### src/sv/icc_pkg.sv
package icc_pkg;

  // Number of byte lanes carried by one word.
  localparam int unsigned ByteLanes = 4;
  // Width of the byte count field.
  localparam int unsigned CountW = 3;
  // Width of the one's-complement sum.
  localparam int unsigned SumW = 16;
  // Width of one data byte.
  localparam int unsigned ByteW = 8;

  // Per-lane control: lane enabled and lane placed in the high half of a word.
  typedef struct packed {
    logic en;
    logic hi;
  } lane_ctrl_t;

  // One result word as it travels through the output buffer.
  typedef struct packed {
    logic [ByteLanes-1:0][ByteW-1:0] copy;
    logic [CountW-1:0]               count;
    logic [SumW-1:0]                 total;
    logic [SumW-1:0]                 final_sum;
    logic                            cks_valid;
  } result_t;

endpackage

### src/sv/icc_lane.sv
module icc_lane (
  input  logic [7:0]          byte_i,
  input  icc_pkg::lane_ctrl_t ctrl_i,
  output logic [7:0]          copy_o,
  output logic [15:0]         term_o
);
  import icc_pkg::*;

  // Mask lanes beyond the count; place the byte in the high or low half of a word.
  always_comb begin
    copy_o = ctrl_i.en ? byte_i : '0;
    term_o = ctrl_i.hi ? {copy_o, 8'h00} : {8'h00, copy_o};
  end

endmodule

### src/sv/icc_merge.sv
module icc_merge (
  input  logic [icc_pkg::SumW-1:0]                          base_i,
  input  logic [icc_pkg::ByteLanes-1:0][icc_pkg::SumW-1:0] term_i,
  output logic [icc_pkg::SumW-1:0]                          sum_o
);
  import icc_pkg::*;

  localparam int unsigned WideW = SumW + $clog2(ByteLanes + 1);
  localparam int unsigned CarryW = WideW - SumW;

  logic [WideW-1:0] wide_sum;
  logic [SumW:0]    fold1;
  logic [SumW-1:0]  fold2;

  // Add the lane terms to the running sum.
  always_comb begin
    wide_sum = WideW'(base_i);
    for (int unsigned k = 0; k < ByteLanes; k++) begin
      wide_sum = wide_sum + WideW'(term_i[k]);
    end
  end

  // Two end-around carry folds bring the sum back to 16 bits.
  always_comb begin
    fold1 = (SumW+1)'(wide_sum[SumW-1:0]) + (SumW+1)'(wide_sum[WideW-1 -: CarryW]);
    fold2 = fold1[SumW-1:0] + SumW'(fold1[SumW]);
  end

  assign sum_o = fold2;

endmodule

### src/sv/icc_skid.sv
module icc_skid (
  input  logic             clk_i,
  input  logic             rst_ni,
  input  logic             in_valid_i,
  output logic             in_stall_o,
  input  icc_pkg::result_t in_data_i,
  output logic             out_valid_o,
  input  logic             out_stall_i,
  output icc_pkg::result_t out_data_o
);
  import icc_pkg::*;

  logic    out_valid_q, out_valid_d;
  logic    skid_valid_q, skid_valid_d;
  result_t out_data_q, out_data_d;
  result_t skid_data_q, skid_data_d;
  logic    accept;
  logic    take;

  assign in_stall_o  = skid_valid_q;
  assign accept      = in_valid_i & ~skid_valid_q;
  assign take        = out_valid_q & ~out_stall_i;
  assign out_valid_o = out_valid_q;
  assign out_data_o  = out_data_q;

  // The output register refills from the skid stage first, then from the input.
  always_comb begin
    out_valid_d  = out_valid_q;
    out_data_d   = out_data_q;
    skid_valid_d = skid_valid_q;
    skid_data_d  = skid_data_q;
    if (!out_valid_q || take) begin
      if (skid_valid_q) begin
        out_valid_d  = 1'b1;
        out_data_d   = skid_data_q;
        skid_valid_d = 1'b0;
      end else begin
        out_valid_d = accept;
        out_data_d  = in_data_i;
      end
    end else if (accept) begin
      skid_valid_d = 1'b1;
      skid_data_d  = in_data_i;
    end
  end

  // Valid flags reset; payload registers do not.
  always_ff @(posedge clk_i or negedge rst_ni) begin
    if (!rst_ni) begin
      out_valid_q  <= 1'b0;
      skid_valid_q <= 1'b0;
    end else begin
      out_valid_q  <= out_valid_d;
      skid_valid_q <= skid_valid_d;
    end
  end

  always_ff @(posedge clk_i) begin
    out_data_q  <= out_data_d;
    skid_data_q <= skid_data_d;
  end

endmodule

### src/sv/internet_checksum_copy_stream.sv
// Internet checksum copy stream: four byte lanes summed into a 16-bit one's-complement total.
// Each accepted word's result is registered in the output buffer's output or skid register.
// Throughput: one word per cycle while in_stall_o is low; the running sum loop holds one register.
// A two-entry output buffer keeps input accepting while a result waits to be taken.
// Reset (rst_ni low, asynchronous) clears the sum, the parity and both output valid flags.
module internet_checksum_copy_stream (
  input  logic        clk_i,
  input  logic        rst_ni,
  input  logic        in_valid_i,
  output logic        in_stall_o,
  input  logic [7:0]  byte_0_i,
  input  logic [7:0]  byte_1_i,
  input  logic [7:0]  byte_2_i,
  input  logic [7:0]  byte_3_i,
  input  logic [2:0]  byte_count_i,
  input  logic        chain_start_i,
  input  logic        chain_end_i,
  output logic        out_valid_o,
  input  logic        out_stall_i,
  output logic [7:0]  copy_0_o,
  output logic [7:0]  copy_1_o,
  output logic [7:0]  copy_2_o,
  output logic [7:0]  copy_3_o,
  output logic [2:0]  copy_count_o,
  output logic [15:0] running_total_o,
  output logic [15:0] final_checksum_o,
  output logic        checksum_valid_o
);
  import icc_pkg::*;

  logic [SumW-1:0]                 acc_sum_q, acc_sum_d;
  logic                            odd_q, odd_d;
  logic [ByteLanes-1:0][ByteW-1:0] bytes;
  logic [ByteLanes-1:0][ByteW-1:0] copies;
  logic [ByteLanes-1:0][SumW-1:0]  terms;
  lane_ctrl_t [ByteLanes-1:0]      lane_ctrl;
  logic [CountW-1:0]               count;
  logic [SumW-1:0]                 base_sum;
  logic                            base_odd;
  logic [SumW-1:0]                 new_sum;
  logic                            accept;
  result_t                         res;
  result_t                         out_res;

  assign bytes = {byte_3_i, byte_2_i, byte_1_i, byte_0_i};
  assign accept = in_valid_i & ~in_stall_o;

  // Saturate the count and apply the start flag to the stored state.
  always_comb begin
    count    = (byte_count_i > CountW'(ByteLanes)) ? CountW'(ByteLanes) : byte_count_i;
    base_sum = chain_start_i ? '0 : acc_sum_q;
    base_odd = chain_start_i ? 1'b0 : odd_q;
  end

  // Each lane is enabled below the count; parity plus lane index picks its half.
  always_comb begin
    for (int unsigned k = 0; k < ByteLanes; k++) begin
      lane_ctrl[k].en = (CountW'(k) < count);
      lane_ctrl[k].hi = ~(base_odd ^ k[0]);
    end
  end

  for (genvar g = 0; g < ByteLanes; g++) begin : g_lane
    icc_lane u_lane (
      .byte_i (bytes[g]),
      .ctrl_i (lane_ctrl[g]),
      .copy_o (copies[g]),
      .term_o (terms[g])
    );
  end

  icc_merge u_merge (
    .base_i (base_sum),
    .term_i (terms),
    .sum_o  (new_sum)
  );

  // Update the running sum and parity on every accepted word.
  always_comb begin
    acc_sum_d = acc_sum_q;
    odd_d     = odd_q;
    if (accept) begin
      acc_sum_d = new_sum;
      odd_d     = base_odd ^ count[0];
    end
  end

  always_ff @(posedge clk_i or negedge rst_ni) begin
    if (!rst_ni) begin
      acc_sum_q <= '0;
      odd_q     <= 1'b0;
    end else begin
      acc_sum_q <= acc_sum_d;
      odd_q     <= odd_d;
    end
  end

  // Assemble the result word.
  always_comb begin
    res.copy      = copies;
    res.count     = count;
    res.total     = new_sum;
    res.final_sum = chain_end_i ? ~new_sum : '0;
    res.cks_valid = chain_end_i;
  end

  icc_skid u_skid (
    .clk_i       (clk_i),
    .rst_ni      (rst_ni),
    .in_valid_i  (in_valid_i),
    .in_stall_o  (in_stall_o),
    .in_data_i   (res),
    .out_valid_o (out_valid_o),
    .out_stall_i (out_stall_i),
    .out_data_o  (out_res)
  );

  assign copy_0_o         = out_res.copy[0];
  assign copy_1_o         = out_res.copy[1];
  assign copy_2_o         = out_res.copy[2];
  assign copy_3_o         = out_res.copy[3];
  assign copy_count_o     = out_res.count;
  assign running_total_o  = out_res.total;
  assign final_checksum_o = out_res.final_sum;
  assign checksum_valid_o = out_res.cks_valid;

endmodule
### config.mk
export PLATFORM = sky130hd
export DESIGN_NAME = internet_checksum_copy_stream
export DESIGN_NICKNAME = d
export VERILOG_FILES = /design/src/sv/icc_pkg.sv /design/src/sv/icc_lane.sv /design/src/sv/icc_merge.sv /design/src/sv/icc_skid.sv /design/src/sv/internet_checksum_copy_stream.sv
export SDC_FILE = /design/constraint.sdc
export NUM_CORES = 1
export LEC_CHECK = 0
export BUFFER_PORTS_ARGS = -buffer_cell sky130_fd_sc_hd__buf_2
export CAP_MARGIN = 25
export CORE_MARGIN = 4
export CORE_UTILIZATION = 56
export DETAILED_ROUTE_END_ITERATION = 10
export PLACE_DENSITY = 0.79
export SLEW_MARGIN = 20
export SYNTH_ARGS = -nofsm -noshare
export SYNTH_HDL_FRONTEND = slang
export SYNTH_SLANG_ARGS = --single-unit
### constraint.sdc
create_clock -name clk_i -period 21 [get_ports clk_i]
set_input_delay 1.05 -clock clk_i [delete_from_list [all_inputs] [get_ports clk_i]]
set_output_delay 1.05 -clock clk_i [all_outputs]
set_load 0.01 [all_outputs]
==> results of run 1 <==
-- metal layers --
| metal | GRT usage, % | part of all wire [%] | vias to the layer above |
|---|---|---|---|
| li1 | - | - | 3173 |
| met3 | 5.885 | 6.5 | 30 |
| met2 | 38.30 | 48 | 209 |
| met5 | 0 | 0 | - |
| met1 | 32.06 | 44 | 3165 |
| met4 | 7.055 | 1.6 | 0 |
-- synthesized netlist by cell type (all sizes together) (2+ instances only) --
| cell | count |
|---|---|
| edfxtp | 136 |
| nand2 | 132 |
| inv | 108 |
| nor2 | 76 |
| o21ai | 67 |
| ha | 39 |
| fa | 34 |
| xnor2 | 30 |
| clkbuf | 26 |
| a21oi | 22 |
| nor2b | 22 |
| dfrtp | 19 |
| xor2 | 19 |
| mux2 | 18 |
| a21o | 15 |
| and2 | 14 |
| o31ai | 11 |
| nand3 | 10 |
| nor3 | 10 |
| nand2b | 6 |
| o21a | 6 |
| or3 | 6 |
| buf | 5 |
| a311oi | 4 |
| a31oi | 4 |
| and3 | 4 |
| o211ai | 4 |
| a211oi | 3 |
| or2 | 3 |
| a2111oi | 2 |
| a21boi | 2 |
| a221oi | 2 |
| a22o | 2 |
| nand4 | 2 |
| nor4b | 2 |
-- power breakdown --
part | internal [uW] | switching (uW) | total (uW)
logic | 291 | 493 | 783
registers | 453 | 24.2 | 477
clock network | 186 | 125 | 311
total | 929 | 642 | 1570
-- logic make-up after synthesis --
kind of cell,Yosys count,synth area share [%]
flip-flops,155,49.67
XOR/XNOR,50,5.003
multiplexers,18,2.208
AND/OR/NAND/NOR,291,14.19
adder cells (fa/ha/maj),74,12.84
AO/OA/AOI/OAI,151,10.39
buffers and inverters,139,5.698
-- flip-flops by register name (all words and copies together) (netlist names) --
register            cells
acc_sum_q              16
u_skid.out_valid_o      1
odd_q                   1
u_skid.in_stall_o       1
u_skid.skid_data_q     68
u_skid.out_data_o      68
-- critical path: cells and delay by family --
kind / cells / cell delay [ns]
AOI/OAI and AO/OA: 16 / 3.14
adders and majority gates: 7 / 2.49
and+or+nand+nor: 11 / 2.46
xor gates and xnor gates: 3 / 0.80
buffers and inverters: 6 / 0.49
-- how the worst max path moves through the flow --
stage	to	depth (start not counted)	slack, ns	start
after floorplan	u_skid.out_data_o[32]	46	11.61	chain_start_i
after global placement	u_skid.out_data_o[32]	44	10.93	byte_count_i[2]
after detailed placement	u_skid.out_data_o[32]	44	10.58	byte_count_i[2]
after CTS	u_skid.out_data_o[14]	43	10.85	byte_count_i[2]
after global routing	u_skid.out_data_o[14]	45	9.90	byte_count_i[2]
final	u_skid.out_data_o[14]	43	10.70	byte_count_i[2]
-- cell type report --
cell class / count / area, sq um
Inverter: 108 / 405.4
Tap cell: 216 / 270.3
Clock buffer: 21 / 470.5
Multi-Input combinational cell: 584 / 4109
Timing Repair Buffer: 115 / 588.1
Fill cell: 1282 / 5465
Sequential cell: 155 / 4561
Clock inverter: 11 / 131.4
-- stage by stage --
step	area (sq um)	setup slack [ns]	util, %
5_1_grt	10540	9.902	65.84
3_3_place_gp	9933	10.93	62.08
3_5_place_dp	9933	10.58	62.08
6_report	10540	10.70	65.84
2_1_floorplan	9179	11.61	-
4_1_cts	10540	10.85	65.84
-- placed cells by master (no fill, tap or decap), types with 2 or more instances in the layout --
master	instances
edfxtp_1	136
nand2_1	131
buf_2	110
inv_1	108
nor2_1	75
o21ai_0	65
ha_1	39
fa_1	34
xnor2_1	29
a21oi_1	22
nor2b_1	21
xor2_1	19
dfrtp_1	18
mux2_2	17
clkbuf_16	17
a21o_1	15
and2_1	13
o31ai_1	11
nor3_1	10
nand3_1	10
or3_1	6
nand2b_1	6
o21a_1	6
buf_4	5
and3_1	4
a31oi_1	4
a311oi_1	4
inv_6	4
or2_2	3
o211ai_1	3
clkbuf_8	3
clkinvlp_4	3
a21boi_0	2
a221oi_1	2
a211oi_1	2
a22o_1	2
o21ai_1	2
nand4_1	2
bufinv_16	2
==> results.sh, run 1 <==
export IMPL_fin_crit_sh_pct=49.06
export IMPL_drc=0
export IMPL_crit_required_ns=21.13
export IMPL_critPathSlowestCell="fa_1"
export IMPL_p_per_area_nw_per_um2=149.1
export IMPL_die_area_sq_um=18500
export IMPL_max_slew_worst_pin_slew_ns=0.9743
export IMPL_min_to="acc_sum_q[14]"
export IMPL_leakage_uw=0.004735
export IMPL_end_kind="flop"
export IMPL_root_buffer="clkbuf_16"
export IMPL_final_cell_count_no_fill=1210
export IMPL_cts_max_level=4
export IMPL_synth_edff_count=136
export IMPL_postSynthAreaPerCell_sq_um=10.45
export IMPL_io_pins=111
export IMPL_finalSetupTns_ns=0
export IMPL_worstPathArrival_ns=10.44
export IMPL_yosysTopAreaCellShare_pct=44.49
export IMPL_grt_overflow_total=0
export IMPL_final_antenna_net_count=0
export IMPL_dp_cells=1178
export IMPL_rows=46
export IMPL_path_max_fanout=15
export IMPL_die_width_microns=136.0
export IMPL_peakVddDrop_mv=0.07467
export IMPL_fin_crit_ns=10.30
export IMPL_place_congestion=0.8893
export IMPL_finalSetupViolCount=0
export IMPL_routed_wl_microns=20970
export IMPL_r2r_end="u_skid.out_data_o[14]"
export IMPL_syn_nets=992
export IMPL_r2r_slack_ns=11.35
export IMPL_report_power_total_uw=1571
export IMPL_yosys_cell_types_count=57
export IMPL_whs_ns=0.4825
export IMPL_ys_seq_elements=155
export IMPL_area_growth_pct=14.78
export IMPL_rsz0062_at_grt="false"
export IMPL_seq_area_frac_synth_pct=49.67
export IMPL_die_y_microns=136.0
export IMPL_fmax_mhz=97.05
export IMPL_clk_pin_slew_worst_paths_ns=0.06
export IMPL_cp_slowest_stage_delay_ns=0.54
export IMPL_path_common_cell="inv_1"
export IMPL_drive_gt1_share_pct=17.81
export IMPL_hold_start="acc_sum_q[14]"
export IMPL_first_global_vias=6366
export IMPL_r2r_start="odd_q"
export IMPL_portBuffers=110
export IMPL_syn_inst=878
export IMPL_status="completed"
export IMPL_hold_path_depth=2
export IMPL_postCtsSetupRepairBufs=0
export IMPL_wire_per_inst_microns=17.33
export IMPL_synth_area_leaders="edfxtp_1 (44%), fa_1 (7.4%), nand2_1 (5.4%)"
export IMPL_track_usage_pct=23.74
export IMPL_viasPerCell=5.436
export IMPL_clk_latency_ns=0.43
export IMPL_clock_sinks=155
export IMPL_synth_top_area_cell="edfxtp_1"
export IMPL_synth_ff_type="edfxtp_1"
export IMPL_ff2ff_path_depth=41
export IMPL_syn_area_sq_um=9179
export IMPL_hold_viol=0
export IMPL_cap_violations=0
export IMPL_nNetsFinal=1095
export IMPL_start_util_pct=57.37
export IMPL_skew_ns=0.01233
export IMPL_yosysWarnings=0
export IMPL_cts_made_buffers=17
export IMPL_firstDrtPassIters=7
export IMPL_grt_pass1_wl_microns=33570
export IMPL_clockBufferDepth=2
export IMPL_async_flop_share_pct=12.26
export IMPL_antennaDiodeCount=0
export IMPL_slew_violations=0
export IMPL_grt_max_degree=107
export IMPL_hp_class="flop to flop"
export IMPL_cts_hold_buffers=0
export IMPL_core_area_sq_um=16000
export IMPL_critical_path_class="primary input to flop"
export IMPL_drtIter0Drc=744
export IMPL_antenna_found_initial=0
export IMPL_critPathLaunchType="primary input"
export IMPL_max_slew_margin_pct=35.05
export IMPL_vias=6577
export IMPL_hpwlAfterDp_microns=15410
export IMPL_cts_resized=0
export IMPL_cts_tree="yes"
(Power assumes the default switching activity.)
==> inputs of run 2 (changes only) <==
==> constraint.sdc (replaced) <==
create_clock -name clk_i -period 9.5 [get_ports clk_i]
set_input_delay 0.475 -clock clk_i [delete_from_list [all_inputs] [get_ports clk_i]]
set_output_delay 0.475 -clock clk_i [all_outputs]
set_load 0.01 [all_outputs]
==> run 2 against run 1 <==
  * Hold slack worse by 0.19 ns
  * Flip-flop and latch count unchanged
  * Clock power up 120%
  * Global-route usage hardly changed
  * Critical path depth is 1 higher
  * Largest power group unchanged
  * Highest routed layer unchanged
==> results.sh, run 2 (synthesis gave the netlist of run 1 again) <==
export IMPL_area_growth_pct=15.91
export IMPL_antennaDiodeCount=0
export IMPL_clock_sinks=155
export IMPL_hold_path_depth=2
export IMPL_ff2ff_path_depth=43
export IMPL_core_area_sq_um=16000
export IMPL_fin_area_sq_um=10640
export IMPL_setup_slack_ns=0.5146
export IMPL_multi_input_area_sq_um=4144
export IMPL_fin_crit_sh_pct=94.58
export IMPL_grt_overflow_total=0
export IMPL_rows=46
export IMPL_r2r_slack_ns=0.60
export IMPL_dp_cells=1184
export IMPL_min_to="odd_q"
export IMPL_critPathSlowestCell="fa_1"
export IMPL_fmax_mhz=111.3
export IMPL_layout_common_cells="edfxtp_1 (136), nand2_1 (131), buf_2 (110), inv_1 (108), nor2_1 (75)"
export IMPL_finalSetupViolCount=0
export IMPL_antenna_found_initial=0
export IMPL_seq_power_share_pct=29.8
export IMPL_ff_latch_area_sq_um=4561
export IMPL_critPathLaunchType="primary input"
export IMPL_grt_pass1_wl_microns=33260
export IMPL_utilization_pct=66.49
export IMPL_cts_tree="yes"
export IMPL_intPower_uw=2078
export IMPL_max_slew_margin_pct=34.43
export IMPL_wire_per_inst_microns=17.65
export IMPL_die_area_sq_um=18500
export IMPL_p_per_area_nw_per_um2=332.7
export IMPL_peakVddDrop_mv=0.1776
export IMPL_power_switching_uw=1462
export IMPL_io_pins=111
export IMPL_clk_pin_slew_worst_paths_ns=0.06
export IMPL_cts_max_level=4
export IMPL_max_slew_worst_pin_slew_ns=0.9812
export IMPL_place_congestion=0.9273
export IMPL_portBuffers=110
export IMPL_whs_ns=0.2890
export IMPL_switching_share_pct=41.31
export IMPL_dpl_cell_area_sq_um=9978
export IMPL_status="completed"
export IMPL_p_clk_share_pct=19.6
export IMPL_r2r_end="u_skid.out_data_o[32]"
export IMPL_final_cell_count_no_fill=1219
export IMPL_end_kind="flop"
export IMPL_vias=6688
export IMPL_cap_violations=0
export IMPL_cp_slowest_stage_delay_ns=0.54
export IMPL_path_max_fanout=8
export IMPL_worstPathArrival_ns=9.17
export IMPL_leakage_uw=0.004794
export IMPL_grt_max_degree=108
export IMPL_start_util_pct=57.37
export IMPL_firstDrtPassIters=5
export IMPL_r2r_start="odd_q"
export IMPL_drtIter0Drc=535
export IMPL_viasPerCell=5.486
export IMPL_die_y_microns=136.0
export IMPL_clockBufferDepth=2
export IMPL_critical_path_class="primary input to flop"
export IMPL_slew_violations=0
export IMPL_nNetsFinal=1104
export IMPL_crit_required_ns=9.68
export IMPL_root_buffer="clkbuf_16"
export IMPL_cts_made_buffers=17
export IMPL_first_global_vias=6342
export IMPL_path_common_cell="inv_1"
export IMPL_final_common_cell="edfxtp_1"
export IMPL_comb_power_share_pct=50.7
export IMPL_hpwlAfterDp_microns=15830
export IMPL_place_ws_ns=-0.05078
export IMPL_track_usage_pct=23.71
export IMPL_die_width_microns=136.0
export IMPL_hold_viol=0
export IMPL_routed_wl_microns=21520
export IMPL_skew_ns=0.006702
export IMPL_final_antenna_net_count=0
export IMPL_clk_latency_ns=0.43
export IMPL_drive_gt1_share_pct=19.04
export IMPL_hold_start="in_valid_i"
export IMPL_fill_cells=1262
export IMPL_fin_crit_ns=8.985
export IMPL_drc=0
export IMPL_hp_class="primary input to flop"
-- run 2: cell count changes in the layout (fill, tap and decap cells not counted), sizes merged --
cell and delta:
buf +8, clkbuf -2, clkinv +2, clkinvlp -2, inv +2, dlygate4sd3 +1
-- run 2: power groups by stage --
stage | combinational (uW) | sequential, uW | clock, uW
after floorplan | 1170 | 1100 | 0
after global placement | 1720 | 1060 | 0
after detailed placement | 1750 | 1070 | 0
after CTS | 1760 | 1060 | 701
after global routing | 1970 | 1070 | 729
final | 1790 | 1050 | 693
-- run 2: worst max-delay path: cells and delay by family --
kind | cells | cell delay (ns)
compound gates | 16 | 2.96
fa+ha+maj | 7 | 2.51
simple gates | 11 | 2.08
xor+xnor | 3 | 0.48
buf+inv | 6 | 0.40
mux | 1 | 0.28
-- run 2: repair_timing --
action,4_1_cts,5_1_grt
setup endpoints to repair,0,42
buffers inserted,0,2
endpoints found under the hold margin,19,0
resized for setup,0,7
hold buffers,1,0
-- run 2: worst max-delay path by stage --
stage                    start               endpoint  slack (ns)  depth (start not counted)
2_1_floorplan    chain_start_i  u_skid.out_data_o[32]        0.69                         46
3_3_place_gp   byte_count_i[1]  u_skid.out_data_o[31]        0.20                         44
3_5_place_dp   byte_count_i[1]  u_skid.out_data_o[31]       -0.05                         46
4_1_cts        byte_count_i[1]  u_skid.out_data_o[31]        0.24                         44
5_1_grt        byte_count_i[1]  u_skid.out_data_o[32]       -0.05                         44
6_report       byte_count_i[1]  u_skid.out_data_o[32]        0.51                         44
-- run 2: cell type report --
cell class / instances / share of cell area (%)
Clock buffer: 19 / 4.163
Clock inverter: 13 / 1.482
Inverter: 108 / 3.810
Multi-Input combinational cell: 584 / 38.95
Sequential cell: 155 / 42.87
Tap cell: 216 / 2.540
Timing Repair Buffer: 124 / 6.186
-- run 2: stage by stage --
stage                     setup TNS [ns]  power (uW)
final                                  0        3540
after global routing             -0.2412        3761
after floorplan                        0        2276
after global placement                 0        2785
after detailed placement         -0.2015        2820
after CTS                              0        3521
-- run 2: layer usage --
| metal | vias up | GRT usage [%] | part of all wire, % |
|---|---|---|---|
| met5 | - | 0 | 0 |
| met4 | 0 | 5.823 | 1.2 |
| met3 | 19 | 5.922 | 7.3 |
| met2 | 235 | 39.13 | 49 |
| met1 | 3241 | 31.76 | 42 |
| li1 | 3193 | - | - |
